==> config.mk <==
export PLATFORM = sky130hd
export DESIGN_NAME = onewire_master_sequencer
export DESIGN_NICKNAME = d
export VERILOG_FILES = /design/src/rtl/owm_pkg.sv /design/src/rtl/owm_step.sv /design/src/rtl/owm_outreg.sv /design/src/rtl/onewire_master_sequencer.sv
export SDC_FILE = /design/constraint.sdc
export NUM_CORES = 1
export LEC_CHECK = 0
export BUFFER_PORTS_ARGS = -buffer_cell sky130_fd_sc_hd__buf_2
export CAP_MARGIN = 5
export CORE_MARGIN = 4
export CORE_UTILIZATION = 62
export DETAILED_ROUTE_END_ITERATION = 10
export HOLD_SLACK_MARGIN = 0.03
export PLACE_DENSITY = 0.84
export SYNTH_ARGS = -nofsm -noshare
export SYNTH_HDL_FRONTEND = slang
export SYNTH_SLANG_ARGS = --single-unit
==> constraint.sdc <==
create_clock -name clock -period 13.2 [get_ports clock]
set_input_delay 1.98 -clock clock [delete_from_list [all_inputs] [get_ports clock]]
set_output_delay 1.98 -clock clock [all_outputs]
set_load 0.02 [all_outputs]
==> src/rtl/owm_pkg.sv <==
// Shared types and constants for the 1-Wire master sequencer.
// No dependencies; imported by every module of the block.
`timescale 1ns / 1ps

package owm_pkg;

   localparam int MAX_READ_BYTES = 15;
   localparam int WRITE_WIDTH    = 32;

   localparam int REQ_DATA_W = 40;   // 37 payload bits rounded up to bytes
   localparam int RSP_DATA_W = 24;   // 17 payload bits rounded up to bytes
   localparam int CSR_IDX_W  = 3;
   localparam int CSR_DATA_W = 16;

   // Register indexes on the csr port
   localparam logic [CSR_IDX_W-1:0] REG_RESET_TICKS    = 3'd0;
   localparam logic [CSR_IDX_W-1:0] REG_INIT_LOW_TICKS = 3'd1;
   localparam logic [CSR_IDX_W-1:0] REG_RECOVERY_TICKS = 3'd2;
   localparam logic [CSR_IDX_W-1:0] REG_SLOT_TICKS     = 3'd3;
   localparam logic [CSR_IDX_W-1:0] REG_SAMPLE_DELAY   = 3'd4;
   localparam logic [CSR_IDX_W-1:0] REG_END_WAIT_TICKS = 3'd5;
   localparam logic [CSR_IDX_W-1:0] REG_END_WAIT_PER   = 3'd6;

   // Register reset values
   localparam logic [15:0] RST_RESET_TICKS    = 16'd480;
   localparam logic [7:0]  RST_INIT_LOW_TICKS = 8'd2;
   localparam logic [7:0]  RST_RECOVERY_TICKS = 8'd2;
   localparam logic [15:0] RST_SLOT_TICKS     = 16'd60;
   localparam logic [7:0]  RST_SAMPLE_DELAY   = 8'd8;
   localparam logic [15:0] RST_END_WAIT_TICKS = 16'd50000;
   localparam logic [3:0]  RST_END_WAIT_PER   = 4'd10;

   localparam logic MODE_TICK  = 1'b0;
   localparam logic MODE_START = 1'b1;

   typedef enum logic [7:0] {
      PH_IDLE       = 8'b0000_0001,
      PH_RESET_LOW  = 8'b0000_0010,
      PH_PRESENCE   = 8'b0000_0100,
      PH_RECOVERY   = 8'b0000_1000,
      PH_INIT_LOW   = 8'b0001_0000,
      PH_READ_DELAY = 8'b0010_0000,
      PH_HOLD       = 8'b0100_0000,
      PH_END_WAIT   = 8'b1000_0000
   } owm_phase_type;

   typedef struct packed {
      logic [15:0] reset_ticks;
      logic [7:0]  init_low_ticks;
      logic [7:0]  recovery_ticks;
      logic [15:0] slot_ticks;
      logic [7:0]  sample_delay_ticks;
      logic [15:0] end_wait_ticks;
      logic [3:0]  end_wait_periods;
   } owm_cfg_type;

   // Declared top down so that drive_low lands in bit 0 when packed
   typedef struct packed {
      logic       no_presence;
      logic       done_res;
      logic       busy_res;
      logic [3:0] byte_index;
      logic [7:0] read_byte;
      logic       byte_valid;
      logic       drive_low;
   } owm_rsp_type;

endpackage

==> src/rtl/owm_step.sv <==
// Sequencer state and single-tick next-state logic of the 1-Wire master.
// Depends on owm_pkg.
`timescale 1ns / 1ps

module owm_step (
   input  logic                  clock,
   input  logic                  reset,
   input  logic                  accept,
   input  owm_pkg::owm_cfg_type  cfg,
   input  logic                  mode,
   input  logic                  line_level,
   input  logic [31:0]           write_data,
   input  logic [3:0]            read_count,
   output owm_pkg::owm_rsp_type  rsp
);
   import owm_pkg::*;

   owm_phase_type          phase_ff, phase_in;
   logic [15:0]            tick_ff, tick_in;
   logic [WRITE_WIDTH-1:0] wshift_ff, wshift_in;
   logic [3:0]             left_ff, left_in;
   logic [3:0]             total_ff, total_in;
   logic [2:0]             bitpos_ff, bitpos_in;
   logic [7:0]             rshift_ff, rshift_in;
   logic [3:0]             period_ff, period_in;
   logic                   pres_ff, pres_in;

   logic [15:0] len;
   logic [15:0] tick_nx;
   logic [3:0]  period_nx;
   logic [3:0]  periods_min;
   logic [3:0]  n_bytes;
   logic [7:0]  rshift_nx;
   logic        drive, valid, ended, nopres;
   logic [7:0]  rbyte;
   logic [3:0]  ridx;

   always_comb begin
      phase_in  = phase_ff;
      tick_in   = tick_ff;
      wshift_in = wshift_ff;
      left_in   = left_ff;
      total_in  = total_ff;
      bitpos_in = bitpos_ff;
      rshift_in = rshift_ff;
      period_in = period_ff;
      pres_in   = pres_ff;
      valid     = 1'b0;
      rbyte     = '0;
      ridx      = '0;
      ended     = 1'b0;
      nopres    = 1'b0;
      tick_nx   = tick_ff + 16'd1;
      period_nx = period_ff + 4'd1;
      periods_min = (cfg.end_wait_periods == 4'd0) ? 4'd1 : cfg.end_wait_periods;
      rshift_nx = rshift_ff | (8'(line_level) << bitpos_ff);
      n_bytes   = (32'(read_count) > MAX_READ_BYTES) ? 4'(MAX_READ_BYTES) : read_count;

      case (phase_ff)
         PH_RESET_LOW: drive = 1'b1;
         PH_INIT_LOW:  drive = 1'b1;
         PH_HOLD:      drive = (wshift_ff != '0) && !wshift_ff[0];
         default:      drive = 1'b0;
      endcase

      case (phase_ff)
         PH_RESET_LOW:  len = cfg.reset_ticks;
         PH_PRESENCE:   len = cfg.reset_ticks;
         PH_RECOVERY:   len = 16'(cfg.recovery_ticks);
         PH_INIT_LOW:   len = 16'(cfg.init_low_ticks);
         PH_READ_DELAY: len = 16'(cfg.sample_delay_ticks);
         PH_HOLD:       len = cfg.slot_ticks;
         default:       len = cfg.end_wait_ticks;
      endcase
      if (len == 16'd0) len = 16'd1;

      if (mode == MODE_START) begin
         if (phase_ff == PH_IDLE) begin
            wshift_in = WRITE_WIDTH'(write_data);
            left_in   = n_bytes;
            total_in  = n_bytes;
            bitpos_in = '0;
            rshift_in = '0;
            period_in = '0;
            pres_in   = 1'b0;
            phase_in  = PH_RESET_LOW;
            tick_in   = '0;
         end
      end else if (phase_ff != PH_IDLE) begin
         if (phase_ff == PH_PRESENCE && !line_level) pres_in = 1'b1;
         tick_in = tick_nx;
         if (tick_nx >= len) begin
            tick_in = '0;
            case (phase_ff)
               PH_RESET_LOW: phase_in = PH_PRESENCE;
               PH_PRESENCE: begin
                  if (pres_in) begin
                     phase_in = PH_RECOVERY;
                  end else begin
                     phase_in = PH_IDLE;
                     ended    = 1'b1;
                     nopres   = 1'b1;
                  end
               end
               PH_RECOVERY: begin
                  if (wshift_ff != '0 || left_ff != 4'd0) begin
                     phase_in = PH_INIT_LOW;
                  end else begin
                     period_in = '0;
                     phase_in  = PH_END_WAIT;
                  end
               end
               PH_INIT_LOW: phase_in = (wshift_ff != '0) ? PH_HOLD : PH_READ_DELAY;
               PH_READ_DELAY: begin
                  rshift_in = rshift_nx;
                  bitpos_in = bitpos_ff + 3'd1;
                  // byte complete on the eighth sample
                  if (bitpos_ff == 3'd7) begin
                     valid     = 1'b1;
                     rbyte     = rshift_nx;
                     ridx      = total_ff - left_ff;
                     rshift_in = '0;
                     if (left_ff != 4'd0) left_in = left_ff - 4'd1;
                  end
                  phase_in = PH_HOLD;
               end
               PH_HOLD: begin
                  wshift_in = wshift_ff >> 1;
                  phase_in  = PH_RECOVERY;
               end
               default: begin
                  period_in = period_nx;
                  if (period_nx >= periods_min) begin
                     period_in = '0;
                     phase_in  = PH_IDLE;
                     ended     = 1'b1;
                  end
               end
            endcase
         end
      end

      rsp.drive_low   = drive;
      rsp.byte_valid  = valid;
      rsp.read_byte   = rbyte;
      rsp.byte_index  = ridx;
      rsp.busy_res    = (phase_in != PH_IDLE);
      rsp.done_res    = ended;
      rsp.no_presence = nopres;
   end

   always_ff @(posedge clock) begin
      if (reset) begin
         phase_ff  <= PH_IDLE;
         tick_ff   <= '0;
         wshift_ff <= '0;
         left_ff   <= '0;
         total_ff  <= '0;
         bitpos_ff <= '0;
         rshift_ff <= '0;
         period_ff <= '0;
         pres_ff   <= 1'b0;
      end else if (accept) begin
         phase_ff  <= phase_in;
         tick_ff   <= tick_in;
         wshift_ff <= wshift_in;
         left_ff   <= left_in;
         total_ff  <= total_in;
         bitpos_ff <= bitpos_in;
         rshift_ff <= rshift_in;
         period_ff <= period_in;
         pres_ff   <= pres_in;
      end
   end

endmodule

==> src/rtl/owm_outreg.sv <==
// Result register of the 1-Wire master: holds one response until taken.
// Depends on owm_pkg.
`timescale 1ns / 1ps

module owm_outreg (
   input  logic                 clock,
   input  logic                 reset,
   input  logic                 load,
   input  owm_pkg::owm_rsp_type rsp_in,
   output logic                 can_load,
   output logic                 out_valid,
   input  logic                 out_ready,
   output owm_pkg::owm_rsp_type rsp_out
);
   import owm_pkg::*;

   logic        valid_ff;
   owm_rsp_type data_ff;

   // a new response may enter in the same cycle the held one leaves
   assign can_load  = !valid_ff || out_ready;
   assign out_valid = valid_ff;
   assign rsp_out   = data_ff;

   always_ff @(posedge clock) begin
      if (reset) begin
         valid_ff <= 1'b0;
      end else if (load) begin
         valid_ff <= 1'b1;
      end else if (out_ready) begin
         valid_ff <= 1'b0;
      end
   end

   always_ff @(posedge clock) begin
      if (load) begin
         data_ff <= rsp_in;
      end
   end

endmodule

==> src/rtl/onewire_master_sequencer.sv <==
// Top level of the tick-driven 1-Wire master sequencer: csr registers,
// sequencer and result register. Depends on owm_pkg, owm_step, owm_outreg.
//
// channel | dir | handshake               | contents
// req     | in  | req_tvalid/req_tready   | tuser mode, tdata tick/start fields
// rsp     | out | rsp_tvalid/rsp_tready   | tdata line drive, read byte, status
// csr     | in  | csr_valid/csr_ready     | csr_index, csr_data
//
// Each request is one bus tick: it is evaluated combinationally and its response is
// registered for the next cycle; one request per clock unless rsp_tready stalls.
// The result register is the only buffer: req_tready drops only while a held
// response is stalled by rsp_tready. csr_ready is always high.
// Reset (synchronous, active high) idles the sequencer and loads the register
// defaults.
`timescale 1ns / 1ps

module onewire_master_sequencer (
   input  logic        clock,
   input  logic        reset,
   input  logic        req_tvalid,
   output logic        req_tready,
   input  logic [39:0] req_tdata,  // [0] line_level, [32:1] write_data, [36:33] read_count
   input  logic        req_tuser,  // [0] mode
   output logic        rsp_tvalid,
   input  logic        rsp_tready,
   output logic [23:0] rsp_tdata,  // [0] drive_low, [1] byte_valid, [9:2] read_byte,
                                   // [13:10] byte_index, [14] busy_res, [15] done_res,
                                   // [16] no_presence
   input  logic        csr_valid,
   output logic        csr_ready,
   input  logic [2:0]  csr_index,
   input  logic [15:0] csr_data
);
   import owm_pkg::*;

   owm_cfg_type cfg_ff;
   owm_rsp_type step_rsp;
   owm_rsp_type held_rsp;
   logic        accept;
   logic        can_load;

   assign csr_ready = 1'b1;
   assign req_tready = can_load;
   assign accept = req_tvalid && can_load;

   always_ff @(posedge clock) begin
      if (reset) begin
         cfg_ff.reset_ticks        <= RST_RESET_TICKS;
         cfg_ff.init_low_ticks     <= RST_INIT_LOW_TICKS;
         cfg_ff.recovery_ticks     <= RST_RECOVERY_TICKS;
         cfg_ff.slot_ticks         <= RST_SLOT_TICKS;
         cfg_ff.sample_delay_ticks <= RST_SAMPLE_DELAY;
         cfg_ff.end_wait_ticks     <= RST_END_WAIT_TICKS;
         cfg_ff.end_wait_periods   <= RST_END_WAIT_PER;
      end else if (csr_valid) begin
         case (csr_index)
            REG_RESET_TICKS:    cfg_ff.reset_ticks        <= csr_data;
            REG_INIT_LOW_TICKS: cfg_ff.init_low_ticks     <= csr_data[7:0];
            REG_RECOVERY_TICKS: cfg_ff.recovery_ticks     <= csr_data[7:0];
            REG_SLOT_TICKS:     cfg_ff.slot_ticks         <= csr_data;
            REG_SAMPLE_DELAY:   cfg_ff.sample_delay_ticks <= csr_data[7:0];
            REG_END_WAIT_TICKS: cfg_ff.end_wait_ticks     <= csr_data;
            REG_END_WAIT_PER:   cfg_ff.end_wait_periods   <= csr_data[3:0];
            default: ;
         endcase
      end
   end

   owm_step u_step (
      .clock      (clock),
      .reset      (reset),
      .accept     (accept),
      .cfg        (cfg_ff),
      .mode       (req_tuser),
      .line_level (req_tdata[0]),
      .write_data (req_tdata[32:1]),
      .read_count (req_tdata[36:33]),
      .rsp        (step_rsp)
   );

   owm_outreg u_outreg (
      .clock     (clock),
      .reset     (reset),
      .load      (accept),
      .rsp_in    (step_rsp),
      .can_load  (can_load),
      .out_valid (rsp_tvalid),
      .out_ready (rsp_tready),
      .rsp_out   (held_rsp)
   );

   assign rsp_tdata = {(RSP_DATA_W - $bits(owm_rsp_type))'(0), held_rsp};

endmodule

==> run_results.csv <==
group,metric,value,unit
detailed_routing,drt_iter0_drc,910,
timing,whs,453.3,ps
global_route,track_usage,0.2622,
synthesis,synth.most_common_cell,"nand2_1",
setup_path,cp_num_buf_inv,0,
detailed_routing,vias,7715,
setup_path,crit_chain,"nor4_1, and3_1, a22oi_1, nand3_1, o21ai_0, ha_1, nand2_1, or4_1, a221o_1, a31oi_2, o21ai_1, a221oi_1, nand4_1",
setup_path,crit_fanout,17,
final_layout,area_delta_synth_final,11.26,%
clock_tree,holdBufCountCts,0,
final_layout,finalInstanceArea,9432,sq um
die,ioPinCount,92,
synthesis,synth-edff-count,17,
hold_path,hp-class,"flop to flop",
synthesis,syn_avg_cell_area,8.254,sq um
die,die_width,124.9,um
die,rows,42,
synthesis,synth_top_flop_cell,"dfxtp_1",
setup_path,crit_arrival,5500,ps
global_route,grt_max_degree,80,
detailed_routing,wl_per_cell,16.45,um
die,core-area,13300,sq um
setup_path,critPathCaptureType,"flop",
synthesis,async_flop_share,0,
final_layout,multi_input_area,4469,sq um
final_layout,regArea,3654,sq um
die,initial_utilization,0.6376,
clock_tree,cts_buffers,17,
final_layout,antenna_cells,0,
timing,period_share,0.4045,
detailed_routing,drc,0,
final_layout,fillCellCount,1052,
global_route,grt_pass1_vias,7146,
setup_path,worstSetupStartpointType,"flop",
place,placedCellCount,1227,
timing,fin_tns_setup,0,ps
clock_tree,clock-root-buffer,"clkbuf_16",
synthesis,netlist_top_cells_area,"dfxtp_1 37%, nand2_1 8.9%, a21oi_1 6.3%",
clock_tree,worstSkewPairLatency,430,ps
place,hpwl,13580,um
clock_tree,cts_tree,"built",
setup_path,cp_top_family,"simple AND/OR/NAND/NOR gates",
detailed_routing,viasPerCell,6.138,
final_layout,stdcell_count,1257,
power_and_ir_drop,power_density,124.2,nW/um^2
detailed_routing,dr.pass1.iters,6,
synthesis,synthDistinctLibCells,63,
synthesis,synthTopCellsByCount,"200 x nand2_1, 157 x dfxtp_1, 107 x a21oi_1",
setup_path,critPathSlowestCell,"and3_1",
power_and_ir_drop,leakagePower,3.698,nW
detailed_routing,ant_nets,0,
final_layout,nNetsFinal,1166,
timing,slew_headroom,0.1625,
timing,rsz0062_at_grt,"no",
clock_tree,post_cts_buffers,0,
timing,layout_min_cycle_time,5339,ps
clock_tree,h-tree-depth,4,
detailed_routing,drt_wl_total,20680,um
synthesis,ys_ff_latch,174,
global_route,gr-total-overflow,0,
setup_path,worstPathRequired,13360,ps
final_layout,drive_gt1_frac,0.1156,
timing,setup_violations,0,
timing,fmax,187.3,MHz
die,die_area,15610,sq um
setup_path,worst-setup-path-type,"flop to flop",
timing,worstMarginPinSlew,1252,ps
synthesis,synthCells,1027,
setup_path,reg2reg_slack,7860,ps
die,chipHeight,124.9,um
final_layout,fin_util,0.7094,
job,maxCapViolations,0,
place,place.gp.congestion,0.9115,
global_route,grt_pass1_wl,34130,um
clock_tree,cts.sinks,174,
global_route,antenna_found_initial,0,
place,io_buffers,80,
outcome,status,"finished clean",
clock_tree,clk_pin_slew,60,ps
synthesis,syn_area,8477,sq um
synthesis,yosysTopAreaCell,"dfxtp_1",
timing,hold_viol,0,
synthesis,synth_top_area_frac,0.3708,
timing,fin_skew,8.344,ps
setup_path,cpPeakStageDelay,800,ps
clock_tree,ctsResizeCount,0,
clock_tree,clockBufferDepth,2,
power_and_ir_drop,ir_drop,0.1379,mV
place,detailed_place.area,8881,sq um
timing,slew_violations,0,
synthesis,ys_seq_area_frac,0.4310,
synthesis,synth_warnings,0,
final timing paths:
kind,startpoint,to,cells past startpoint
setup / recovery,u_step.phase_ff[2],u_outreg.rsp_out[14],13
hold / removal,u_step.tick_ff[10],u_step.tick_ff[10],2
setup reg to reg,u_step.phase_ff[2],u_outreg.rsp_out[14],13
hold reg to reg,u_step.tick_ff[10],u_step.tick_ff[10],2
cell type report:
class,count,share of cell area
clock inverter,7,0.005439
sequential,174,0.3874
clock buffer,23,0.05293
tap,176,0.02335
multi-input combinational,768,0.4739
timing repair buffer,87,0.04829
inverter,22,0.008756
logic make-up (layout without fill, tap and decap cells):
family / after synthesis / in the layout / share of synthesized area
compound gates: 234 / 234 / 0.1759
fa+ha+maj: 31 / 31 / 0.04664
simple gates: 436 / 436 / 0.2325
xor+xnor: 21 / 21 / 0.02170
flops: 174 / 174 / 0.4310
buf+inv: 91 / 139 / 0.04649
other cells: 2 / 8 / 0.0008859
mux: 38 / 38 / 0.04487
routing by layer:
layer,global-route usage,routed length (um),vias to the layer above
met3,0.05373,1657,43
met1,0.3461,8620,3612
met5,0,0,-
li1,-,-,3744
met4,0.08992,418,0
met2,0.4323,9979,316
worst reg2reg max path: stages, from the launching register on:
cell and delay [ps]:
dfxtp_1 400, nor4_1 720, and3_1 800, a22oi_1 200, nand3_1 120, o21ai_0 160, ha_1 340, nand2_1 70
or4_1 530, a221o_1 340, a31oi_2 430, o21ai_1 370, a221oi_1 440, nand4_1 150
state kept, by name (all words and copies together), names as in the netlist, 3 cells and up:
signal and count:
u_step.tick_ff 16, u_step.total_ff 4, u_step.period_ff 4, cfg_ff 76, u_outreg.rsp_out 17, u_step.rshift_ff 8
u_step.bitpos_ff 3, u_step.phase_ff 8, u_step.wshift_ff 32, u_step.left_ff 4
power by group:
group	switching, mW	internal, mW
sequential	0.0154	0.553
combinational	0.0847	0.0469
clock	0.205	0.266
total	0.305	0.866
placed cells by master, fill, tap and decap left out, types with 28 or more instances in the layout:
master    synthesis  routed
buf_2             6      79
dfxtp_1         157     157
mux2i_1          38      38
nand3_1          51      51
a211oi_1         32      32
nor2_1           84      84
nand2_1         200     200
a21oi_1         107     106
ha_1             30      30
o21ai_0          28      28
through the flow:
stage	power [mW]	setup slack, ps
2_1_floorplan	0.6697	8511
3_3_place_gp	0.7049	8023
3_5_place_dp	0.7091	7981
4_1_cts	1.172	8015
5_1_grt	1.215	7542
6_report	1.171	7861
Note: power is estimated with default switching activity, not from simulation.
